File: src/hw/rtl/ecqm_pkg.sv
// Shared constants, widths, status codes and helpers for the M/M/c queue metrics block.
// No dependencies; imported by every module of the block.
package ecqm_pkg;

    localparam int FRAC_BITS       = 16;
    localparam int WORK_FRAC       = 28;
    localparam int WORK_SHIFT      = WORK_FRAC - FRAC_BITS;
    localparam int DEF_MAX_SERVERS = 16;

    localparam int RATE_W  = 32;
    localparam int OUT_W   = 32;
    localparam int IDLE_W  = FRAC_BITS + 1;
    localparam int CNT_W   = 5;
    localparam int PROB_W  = WORK_FRAC + 1;
    localparam int DEN_W   = PROB_W + 1;

    localparam int DIV_NUM_W = 64;
    localparam int DIV_DEN_W = 40;
    localparam int MUL_A_W   = 36;
    localparam int MUL_B_W   = 32;
    localparam int MUL_P_W   = 64;
    localparam int DIGIT_W   = 8;

    localparam logic [PROB_W-1:0] WORK_ONE = PROB_W'(1) << WORK_FRAC;

    localparam logic [1:0] ST_VALID    = 2'd0;
    localparam logic [1:0] ST_UNSTABLE = 2'd1;
    localparam logic [1:0] ST_ZERO     = 2'd2;

    function automatic logic [OUT_W-1:0] sat32(input logic [63:0] v);
        logic [OUT_W-1:0] res;
        if (v[63:OUT_W] != '0) begin
            res = '1;
        end else begin
            res = v[OUT_W-1:0];
        end
        return res;
    endfunction

endpackage

File: src/hw/rtl/ecqm_div.sv
// Restoring radix-2 divider, one quotient bit per cycle, shared by the whole sequence.
// Depends on ecqm_pkg for operand widths.
module ecqm_div
    import ecqm_pkg::*;
(
    input  logic                 i_clk,
    input  logic                 i_rst_n,
    input  logic                 i_start,
    input  logic [DIV_NUM_W-1:0] i_num,
    input  logic [DIV_DEN_W-1:0] i_den,
    output logic                 o_done,
    output logic [DIV_NUM_W-1:0] o_quot
);
    localparam int IT_W = $clog2(DIV_NUM_W);

    logic [DIV_NUM_W-1:0] r_num;
    logic [DIV_DEN_W-1:0] r_rem;
    logic [DIV_DEN_W-1:0] r_den;
    logic [IT_W-1:0]      r_cnt;
    logic                 r_busy;
    logic                 r_done;

    logic [DIV_DEN_W:0]   trial;
    logic                 fits;

    assign trial = {r_rem, r_num[DIV_NUM_W-1]};
    assign fits  = trial >= {1'b0, r_den};

    always_ff @(posedge i_clk) begin
        if (!i_rst_n) begin
            r_busy <= 1'b0;
            r_done <= 1'b0;
            r_cnt  <= '0;
        end else begin
            r_done <= 1'b0;
            if (i_start) begin
                r_busy <= 1'b1;
                r_cnt  <= '0;
                r_num  <= i_num;
                r_den  <= i_den;
                r_rem  <= '0;
            end else if (r_busy) begin
                r_rem <= fits ? DIV_DEN_W'(trial - {1'b0, r_den}) : trial[DIV_DEN_W-1:0];
                r_num <= {r_num[DIV_NUM_W-2:0], fits};
                r_cnt <= r_cnt + 1'b1;
                if (r_cnt == IT_W'(DIV_NUM_W - 1)) begin
                    r_busy <= 1'b0;
                    r_done <= 1'b1;
                end
            end
        end
    end

    assign o_done = r_done;
    assign o_quot = r_num;

endmodule

File: src/hw/rtl/ecqm_mul.sv
// Digit-serial multiplier: one 8-bit digit of the second operand per cycle.
// Depends on ecqm_pkg for operand widths.
module ecqm_mul
    import ecqm_pkg::*;
(
    input  logic               i_clk,
    input  logic               i_rst_n,
    input  logic               i_start,
    input  logic [MUL_A_W-1:0] i_a,
    input  logic [PROB_W-1:0]  i_b,
    output logic               o_done,
    output logic [MUL_P_W-1:0] o_prod
);
    localparam int STEPS = MUL_B_W / DIGIT_W;
    localparam int ST_W  = $clog2(STEPS);

    logic [MUL_P_W-1:0] r_acc;
    logic [MUL_A_W-1:0] r_a;
    logic [MUL_B_W-1:0] r_b;
    logic [ST_W-1:0]    r_cnt;
    logic               r_busy;
    logic               r_done;

    logic [MUL_A_W+DIGIT_W-1:0] part;

    assign part = r_a * r_b[MUL_B_W-1 -: DIGIT_W];

    always_ff @(posedge i_clk) begin
        if (!i_rst_n) begin
            r_busy <= 1'b0;
            r_done <= 1'b0;
            r_cnt  <= '0;
        end else begin
            r_done <= 1'b0;
            if (i_start) begin
                r_busy <= 1'b1;
                r_cnt  <= '0;
                r_acc  <= '0;
                r_a    <= i_a;
                r_b    <= MUL_B_W'(i_b);
            end else if (r_busy) begin
                r_acc <= (r_acc << DIGIT_W) + MUL_P_W'(part);
                r_b   <= r_b << DIGIT_W;
                r_cnt <= r_cnt + 1'b1;
                if (r_cnt == ST_W'(STEPS - 1)) begin
                    r_busy <= 1'b0;
                    r_done <= 1'b1;
                end
            end
        end
    end

    assign o_done = r_done;
    assign o_prod = r_acc;

endmodule

File: src/hw/rtl/erlang_c_queue_metrics.sv
// Top level of the M/M/c (Erlang C) queue metrics block: sequencer and working registers.
// Depends on ecqm_pkg, ecqm_div and ecqm_mul.
//
// Usage: a request on the input channel (i_valid / o_ready) carries an arrival rate and a
// per-server service rate in unsigned Q16.16 and a server count. One result per request
// leaves on the output channel (o_valid / i_ready): P0, L, W, Lq, Wq, utilization and status.
// The block works on one request at a time; o_ready is high only while the sequencer idles.
// The work runs on one shared 64-step restoring divider and one shared digit-serial
// multiplier. The Erlang B recursion takes one product, one quotient and one product per
// server, so a stable request takes 8 + c quotients and 2c + 3 products from acceptance to
// result. A request with a zero rate skips the arithmetic and goes straight to the final
// load, an unstable one finishes after the utilization quotient. Server counts above
// MAX_SERVERS are clamped. Latency is dominated by the divider.
// The result sits in an output register: a stalled receiver does not stop the next request
// from being taken and computed; only the final load waits for the register to drain.
// Reset is synchronous and active low; it returns the sequencer to idle and drops o_valid.
module erlang_c_queue_metrics
    import ecqm_pkg::*;
#(
    parameter int MAX_SERVERS = DEF_MAX_SERVERS
)(
    input  logic              i_clk,
    input  logic              i_rst_n,
    input  logic              i_valid,
    output logic              o_ready,
    input  logic [RATE_W-1:0] i_arrival_rate,
    input  logic [RATE_W-1:0] i_service_rate,
    input  logic [CNT_W-1:0]  i_server_count,
    output logic              o_valid,
    input  logic              i_ready,
    output logic [IDLE_W-1:0] o_idle_prob,
    output logic [OUT_W-1:0]  o_mean_in_system,
    output logic [OUT_W-1:0]  o_mean_time_in_system,
    output logic [OUT_W-1:0]  o_mean_in_queue,
    output logic [OUT_W-1:0]  o_mean_queue_wait,
    output logic [OUT_W-1:0]  o_utilization,
    output logic [1:0]        o_status
);
    // Width of the clamped server count and of c*mu.
    localparam int CW    = $clog2(MAX_SERVERS + 1);
    localparam int IW    = (CW > CNT_W) ? CW : CNT_W;
    localparam int CMU_W = RATE_W + CW;

    typedef enum logic [3:0] {
        S_IDLE, S_UTIL, S_RATIO, S_RHO, S_LX, S_LB, S_LP, S_DEN,
        S_ERL, S_P0M, S_P0D, S_LQM, S_LQD, S_W, S_WQ, S_FIN
    } t_state;

    t_state r_state;
    logic   r_wait;

    // Working registers of one request.
    logic [RATE_W-1:0]  r_lambda;
    logic [RATE_W-1:0]  r_mu;
    logic [CW-1:0]      r_c;
    logic [CW-1:0]      r_n;
    logic [CMU_W-1:0]   r_cmu;
    logic [MUL_A_W-1:0] r_ratio;
    logic [MUL_A_W-1:0] r_x;
    logic [PROB_W-1:0]  r_rho;
    logic [PROB_W-1:0]  r_omr;
    logic [PROB_W-1:0]  r_b;
    logic [PROB_W-1:0]  r_pi;
    logic [PROB_W-1:0]  r_erl;
    logic [PROB_W-1:0]  r_p0;
    logic [DEN_W-1:0]   r_den;
    logic [63:0]        r_tmp;
    logic [63:0]        r_lq;
    logic [63:0]        r_l;
    logic [OUT_W-1:0]   r_util;
    logic [OUT_W-1:0]   r_w;
    logic [OUT_W-1:0]   r_wq;
    logic [1:0]         r_stat;
    logic               r_out_valid;

    logic [CW-1:0]        c_clamp;
    logic [CMU_W-1:0]     cmu_in;
    logic                 div_start;
    logic                 div_done;
    logic [DIV_NUM_W-1:0] div_num;
    logic [DIV_DEN_W-1:0] div_den;
    logic [DIV_NUM_W-1:0] quot;
    logic                 mul_start;
    logic                 mul_done;
    logic [MUL_A_W-1:0]   mul_a;
    logic [PROB_W-1:0]    mul_b;
    logic [MUL_P_W-1:0]   prod;

    // Counts above MAX_SERVERS fall back to MAX_SERVERS.
    assign c_clamp = (IW'(i_server_count) > IW'(MAX_SERVERS)) ? CW'(MAX_SERVERS)
                                                             : CW'(i_server_count);
    assign cmu_in  = CMU_W'(i_service_rate) * CMU_W'(c_clamp);

    assign o_ready = (r_state == S_IDLE);
    assign o_valid = r_out_valid;

    // Each arithmetic state launches its unit once, then waits for the done pulse.
    assign div_start = !r_wait && (r_state inside {S_UTIL, S_RATIO, S_RHO, S_LB, S_ERL,
                                                   S_P0D, S_LQD, S_W, S_WQ});
    assign mul_start = !r_wait && (r_state inside {S_LX, S_LP, S_DEN, S_P0M, S_LQM});

    always_comb begin
        div_num = '0;
        div_den = '0;
        case (r_state)
            S_UTIL: begin
                div_num = DIV_NUM_W'(r_lambda) << FRAC_BITS;
                div_den = DIV_DEN_W'(r_cmu);
            end
            S_RATIO: begin
                div_num = DIV_NUM_W'(r_lambda) << WORK_FRAC;
                div_den = DIV_DEN_W'(r_mu);
            end
            S_RHO: begin
                div_num = DIV_NUM_W'(r_lambda) << WORK_FRAC;
                div_den = DIV_DEN_W'(r_cmu);
            end
            S_LB: begin
                div_num = DIV_NUM_W'(r_x) << WORK_FRAC;
                div_den = (DIV_DEN_W'(r_n) << WORK_FRAC) + DIV_DEN_W'(r_x);
            end
            S_ERL: begin
                div_num = DIV_NUM_W'(r_b) << WORK_FRAC;
                div_den = DIV_DEN_W'(r_den);
            end
            S_P0D: begin
                div_num = r_tmp;
                div_den = DIV_DEN_W'(r_den);
            end
            S_LQD: begin
                div_num = r_tmp;
                div_den = DIV_DEN_W'(r_omr);
            end
            S_W: begin
                div_num = (r_l >> WORK_SHIFT) << FRAC_BITS;
                div_den = DIV_DEN_W'(r_lambda);
            end
            S_WQ: begin
                div_num = (r_lq >> WORK_SHIFT) << FRAC_BITS;
                div_den = DIV_DEN_W'(r_lambda);
            end
            default: begin
                div_num = '0;
                div_den = '0;
            end
        endcase
    end

    always_comb begin
        mul_a = '0;
        mul_b = '0;
        case (r_state)
            S_LX: begin
                mul_a = r_ratio;
                mul_b = r_b;
            end
            S_LP: begin
                mul_a = MUL_A_W'(r_pi);
                mul_b = r_b;
            end
            S_DEN: begin
                mul_a = MUL_A_W'(r_rho);
                mul_b = r_b;
            end
            S_P0M: begin
                mul_a = MUL_A_W'(r_pi);
                mul_b = r_omr;
            end
            S_LQM: begin
                mul_a = MUL_A_W'(r_erl);
                mul_b = r_rho;
            end
            default: begin
                mul_a = '0;
                mul_b = '0;
            end
        endcase
    end

    ecqm_div u_div (
        .i_clk   (i_clk),
        .i_rst_n (i_rst_n),
        .i_start (div_start),
        .i_num   (div_num),
        .i_den   (div_den),
        .o_done  (div_done),
        .o_quot  (quot)
    );

    ecqm_mul u_mul (
        .i_clk   (i_clk),
        .i_rst_n (i_rst_n),
        .i_start (mul_start),
        .i_a     (mul_a),
        .i_b     (mul_b),
        .o_done  (mul_done),
        .o_prod  (prod)
    );

    always_ff @(posedge i_clk) begin
        if (!i_rst_n) begin
            r_state     <= S_IDLE;
            r_wait      <= 1'b0;
            r_out_valid <= 1'b0;
        end else begin
            if (div_start || mul_start) begin
                r_wait <= 1'b1;
            end
            if (div_done || mul_done) begin
                r_wait <= 1'b0;
            end
            // In S_FIN the load below decides the output valid on its own.
            if (r_out_valid && i_ready && r_state != S_FIN) begin
                r_out_valid <= 1'b0;
            end

            case (r_state)
                S_IDLE: begin
                    if (i_valid) begin
                        r_lambda <= i_arrival_rate;
                        r_mu     <= i_service_rate;
                        r_c      <= c_clamp;
                        r_cmu    <= cmu_in;
                        r_util   <= '0;
                        r_p0     <= '0;
                        r_l      <= '0;
                        r_lq     <= '0;
                        r_w      <= '0;
                        r_wq     <= '0;
                        // A zero rate yields all-zero figures and skips the math.
                        if (i_arrival_rate == '0 || i_service_rate == '0) begin
                            r_stat  <= ST_ZERO;
                            r_state <= S_FIN;
                        end else begin
                            r_stat  <= ST_VALID;
                            r_state <= S_UTIL;
                        end
                    end
                end
                S_UTIL: begin
                    if (div_done) begin
                        r_util <= sat32(quot);
                        // Unstable when the total service capacity does not exceed demand.
                        if (r_cmu <= CMU_W'(r_lambda)) begin
                            r_stat  <= ST_UNSTABLE;
                            r_state <= S_FIN;
                        end else begin
                            r_state <= S_RATIO;
                        end
                    end
                end
                S_RATIO: begin
                    if (div_done) begin
                        r_ratio <= quot[MUL_A_W-1:0];
                        r_state <= S_RHO;
                    end
                end
                S_RHO: begin
                    if (div_done) begin
                        r_rho   <= quot[PROB_W-1:0];
                        r_omr   <= WORK_ONE - quot[PROB_W-1:0];
                        r_b     <= WORK_ONE;
                        r_pi    <= WORK_ONE;
                        r_n     <= CW'(1);
                        r_state <= S_LX;
                    end
                end
                S_LX: begin
                    if (mul_done) begin
                        r_x     <= prod[WORK_FRAC +: MUL_A_W];
                        r_state <= S_LB;
                    end
                end
                S_LB: begin
                    if (div_done) begin
                        r_b     <= quot[PROB_W-1:0];
                        r_state <= S_LP;
                    end
                end
                S_LP: begin
                    if (mul_done) begin
                        r_pi <= r_pi - prod[WORK_FRAC +: PROB_W];
                        if (r_n == r_c) begin
                            r_state <= S_DEN;
                        end else begin
                            r_n     <= r_n + 1'b1;
                            r_state <= S_LX;
                        end
                    end
                end
                S_DEN: begin
                    if (mul_done) begin
                        r_den   <= DEN_W'(r_omr) + prod[WORK_FRAC +: DEN_W];
                        r_state <= S_ERL;
                    end
                end
                S_ERL: begin
                    if (div_done) begin
                        // Truncation can leave C a hair above one; limit it.
                        r_erl   <= (quot > DIV_NUM_W'(WORK_ONE)) ? WORK_ONE
                                                                 : quot[PROB_W-1:0];
                        r_state <= S_P0M;
                    end
                end
                S_P0M: begin
                    if (mul_done) begin
                        r_tmp   <= prod;
                        r_state <= S_P0D;
                    end
                end
                S_P0D: begin
                    if (div_done) begin
                        r_p0    <= quot[PROB_W-1:0];
                        r_state <= S_LQM;
                    end
                end
                S_LQM: begin
                    if (mul_done) begin
                        r_tmp   <= prod;
                        r_state <= S_LQD;
                    end
                end
                S_LQD: begin
                    if (div_done) begin
                        r_lq    <= quot;
                        r_l     <= quot + 64'(r_ratio);
                        r_state <= S_W;
                    end
                end
                S_W: begin
                    if (div_done) begin
                        r_w     <= sat32(quot);
                        r_state <= S_WQ;
                    end
                end
                S_WQ: begin
                    if (div_done) begin
                        r_wq    <= sat32(quot);
                        r_state <= S_FIN;
                    end
                end
                S_FIN: begin
                    // Load the output register once the previous result has left.
                    if (!r_out_valid || i_ready) begin
                        o_idle_prob           <= r_p0[WORK_SHIFT +: IDLE_W];
                        o_mean_in_system      <= sat32(r_l >> WORK_SHIFT);
                        o_mean_time_in_system <= r_w;
                        o_mean_in_queue       <= sat32(r_lq >> WORK_SHIFT);
                        o_mean_queue_wait     <= r_wq;
                        o_utilization         <= r_util;
                        o_status              <= r_stat;
                        r_out_valid           <= 1'b1;
                        r_state               <= S_IDLE;
                    end
                end
                default: begin
                    r_state <= S_IDLE;
                end
            endcase
        end
    end

endmodule

File: config.mk
export PLATFORM = sky130hd
export DESIGN_NAME = erlang_c_queue_metrics
export DESIGN_NICKNAME = d
export VERILOG_FILES = /design/src/hw/rtl/ecqm_pkg.sv /design/src/hw/rtl/ecqm_div.sv /design/src/hw/rtl/ecqm_mul.sv /design/src/hw/rtl/erlang_c_queue_metrics.sv
export SDC_FILE = /design/constraint.sdc
export NUM_CORES = 2
export LEC_CHECK = 0
export BUFFER_PORTS_ARGS = -buffer_cell sky130_fd_sc_hd__buf_2
export CAP_MARGIN = 20
export CORE_ASPECT_RATIO = 1.25
export CORE_UTILIZATION = 40
export DETAILED_ROUTE_END_ITERATION = 16
export GPL_TIMING_DRIVEN = 1
export PLACE_DENSITY = 0.6
export SLEW_MARGIN = 20
export SYNTH_ARGS = -nofsm -noshare
export SYNTH_HDL_FRONTEND = slang
export SYNTH_HIERARCHICAL = 1
export SYNTH_SLANG_ARGS = --single-unit
File: constraint.sdc
create_clock -name i_clk -period 9.5 [get_ports i_clk]
set_input_delay 0 -clock i_clk [delete_from_list [all_inputs] [get_ports i_clk]]
set_output_delay 0 -clock i_clk [all_outputs]
set_load 0.05 [all_outputs]
==> results.ini <==
[synth]
synth_top_area_frac=0.492
syn_inst=5779
ys_warn_count=6
ys_seq_area_frac=0.498
syn_area_mm2=0.0668
synth-seq-cells=1113
async_reset_ff_frac=0
syn_avg_cell_area_um2=11.6
post-synth-top-area-cell=edfxtp_1
synth.distinct_cells=115
synth_edf_count=1095
ys.flop_type=edfxtp_1
synth.top_cells.by_area=edfxtp_1, fa_1, ha_1, and2_1, inv_1

[clocking]
cts_root_buf=clkbuf_16
clk_latency_ns=0.79
post-cts-setup-buffers=0
path_clk_slew_ns=0.06
cts.sinks=1113
cts_tree=yes
holdBufCountCts=83
htree_levels=3
cts_made_buffers=113
postCtsResizedCells=0
clockBufferDepth=3

[final_layout]
fillerInstances=15175
multiInputGateArea_mm2=0.0304
regArea_mm2=0.0332
finalNetCount=6754
syn2layout_area_growth_pct=12.4
drive_gt1_frac=0.119
final_cell_area_mm2=0.0751
layout.cells.non_filler=8352

[global_route]
gr-usage-met1=0.335
busiest_layer=met2
antenna_found_initial=6
use_met2=0.412
grtUsageMet3=0.0316
grt_pass1_vias=47008
gr-total-overflow=0
grt_usage=0.253
grt_pass1_wl_um=315000
grt_max_degree=176

[pwr]
p_leak_uw=0.0301
p_per_area_mw_per_mm2=375
irDropWorstVdd_mv=0.449

[setup_path]
r2r_slack_ns=2.96
cpMaxStageDelayCell=o31ai_2
path_buf_inv=3
crit_path_frequent_cell=fa_1
worstRegToRegCells=17
worstPathRequired_ns=10.01
critical-path-top-delay-family=adder cells
cpPeakStageDelay_ns=0.85
crit_fanout=24
r2r-start=u_mul/r_b[29]
path_class=reg -> reg
critPathLaunchType=flip-flop
path_cells=buf_8 > and2_1 > fa_1 > fa_1 > fa_1 > inv_1 > fa_1 > inv_1 > ha_1 > o211ai_1 > a21oi_1 > o211ai_1 > a21oi_2 > o211ai_2 > o31ai_2 > nand4_1 > mux2_2
r2r_end=u_mul/o_prod[62]
arrival_ns=7.05
endpoint_kind=flip-flop

[routing]
drt-pass1-iter-count=8
drt_iter0_drc=5312
ant_nets=0
vias=47603
drt-total-wl_um=216000
wl_per_cell_um=25.9
route.detailed.drc=0
via_per_inst=5.70

[placement]
placed_cell_area_mm2=0.0705
dp_hpwl_um=159000
gp_congestion=0.948
dp_slack_ns=3.00
place_inst=8057
port_buffers=253

[sta]
period_needed_ns=6.54
period_share=0.688
worst_pin_slew_ns=1.17
finClkSkew_ns=0.0777
max_freq_mhz=153
hold_viol=0
setup_ws_ns=2.96
max_slew_margin=0.219
drv_slew=0
setup_violations=0
holdWs_ns=0.0477
fin_setup_tns_ns=0
rsz0062_at_grt=false

[min_path]
min_path_cells=2
hp-start=i_arrival_rate[14]
min_path_type=in -> reg
whs_endpoint=r_lambda[14]

[floorplan]
fp-row-count=167
die_height_um=459
core-area_mm2=0.166
die_area_mm2=0.169
die_w_um=368
io_pins=254
start_util=0.403

[status]
status=complete, no violations

[run]
cap_violations=0

==> synthesized netlist by cell type (all sizes together) (99+ instances only) <==
| master | n |
|---|---|
| nor2 | 421 |
| clkbuf | 210 |
| inv | 597 |
| a22oi | 125 |
| and3 | 108 |
| fa | 333 |
| o21ai | 120 |
| nand3 | 118 |
| and2 | 427 |
| ha | 290 |
| edfxtp | 1095 |
| a21o | 99 |
| a21oi | 215 |
| nand2 | 420 |
| xnor2 | 134 |
==> cells in the final DEF, fill, tap and decap left out, types with 20 or more instances in the layout <==
cell           count
a211oi_1          26
a21o_1            98
a21oi_1          211
a221oi_1          27
a222oi_1          85
a22o_1            25
a22oi_1          125
and2_1           393
and2_2            33
and3_1           104
buf_2            253
buf_4             77
clkbuf_16        113
clkinv_1          20
clkinv_2          23
dlygate4sd3_1     83
edfxtp_1        1095
fa_1             333
ha_1             290
inv_1            597
mux2_2            93
mux2i_1           37
nand2_1          417
nand2b_1          35
nand3_1          117
nand4_1           52
nor2_1           408
nor2b_1           44
nor3_1            50
nor4_1            53
o21a_1            43
o21ai_0          110
o21bai_1          25
or3_1             89
xnor2_1          134
xor2_1            89
==> how the worst max path moves through the flow <==
stage	from	end	slack, ns	depth (start not counted)
floorplan	r_state[2]	o_idle_prob[0]	0.49	4
global placement	u_mul/r_b[29]	u_mul/o_prod[62]	2.62	17
detailed placement	u_mul/r_b[29]	u_mul/o_prod[62]	3.00	17
CTS	u_mul/r_b[29]	u_mul/o_prod[62]	2.93	17
global route	u_mul/r_b[29]	u_mul/o_prod[62]	2.61	17
finish	u_mul/r_b[29]	u_mul/o_prod[62]	2.96	17
==> worst register-to-register path: cells and delay by family (launching register included) <==
| family | cells | cell delay [ns] |
|---|---|---|
| mux | 1 | 0.32 |
| compound gates | 6 | 2.10 |
| simple gates | 2 | 0.36 |
| flops | 1 | 0.73 |
| fa+ha+maj | 5 | 2.41 |
| buf+inv | 3 | 0.36 |
==> flip-flops by register name, summed over array words and instances (netlist names), 30 cells and up <==
name / count
o_mean_in_queue: 32
o_mean_in_system: 32
o_mean_queue_wait: 32
o_mean_time_in_system: 32
o_utilization: 32
r_cmu: 37
r_den: 30
r_l: 52
r_lambda: 32
r_lq: 52
r_mu: 32
r_ratio: 36
r_tmp: 64
r_util: 32
r_w: 32
r_wq: 32
r_x: 36
u_div/o_quot: 64
u_div/r_den: 40
u_div/r_rem: 40
u_mul/o_prod: 64
u_mul/r_a: 36
u_mul/r_b: 32
==> metal layers <==
layer / wire, µm / part of all wire / vias to the layer above
met2: 102000 / 0.47 / 2021
met5: 23 / 0.00011 / -
li1: - / - / 21095
met3: 15700 / 0.073 / 412
met1: 87400 / 0.40 / 24071
met4: 11200 / 0.052 / 4
==> logic make-up (layout without fill, tap and decap cells) <==
family | Yosys count | after routing | synth area share
AND/OR/NAND/NOR | 1890 | 1890 | 0.145
AO/OA/AOI/OAI | 944 | 944 | 0.101
adder cells (fa/ha/maj) | 623 | 623 | 0.154
other | 1 | 7 | 0.0000561
multiplexers | 132 | 132 | 0.0216
XOR/XNOR | 223 | 223 | 0.0292
buffers and inverters | 853 | 1223 | 0.0512
flip-flops | 1113 | 1113 | 0.498
==> metrics by stage <==
| stage | util | power [µW] |
|---|---|---|
| 2_1_floorplan | - | 18900 |
| 3_3_place_gp | 0.425 | 23200 |
| 3_5_place_dp | 0.425 | 23400 |
| 4_1_cts | 0.453 | 28100 |
| 5_1_grt | 0.453 | 30100 |
| 6_report | 0.453 | 28200 |
==> final cells by class <==
cell class,instances,area share
tap,2197,0.0366
inverter,598,0.0299
clock inverter,80,0.0115
clock buffer,128,0.0387
timing repair buffer,417,0.0364
multi-input combinational,3815,0.404
sequential,1113,0.443
antenna,4,0.000133
==> power breakdown <==
group          total, µW  leakage [µW]  internal, µW  switching (µW)
clock network       4590       0.00182          2560            2030
registers           7750        0.0102          6900             856
logic              15800        0.0181          5880            9920
total              28200        0.0301         15300           12800
No activity file was read; power rests on OpenSTA's default activity.
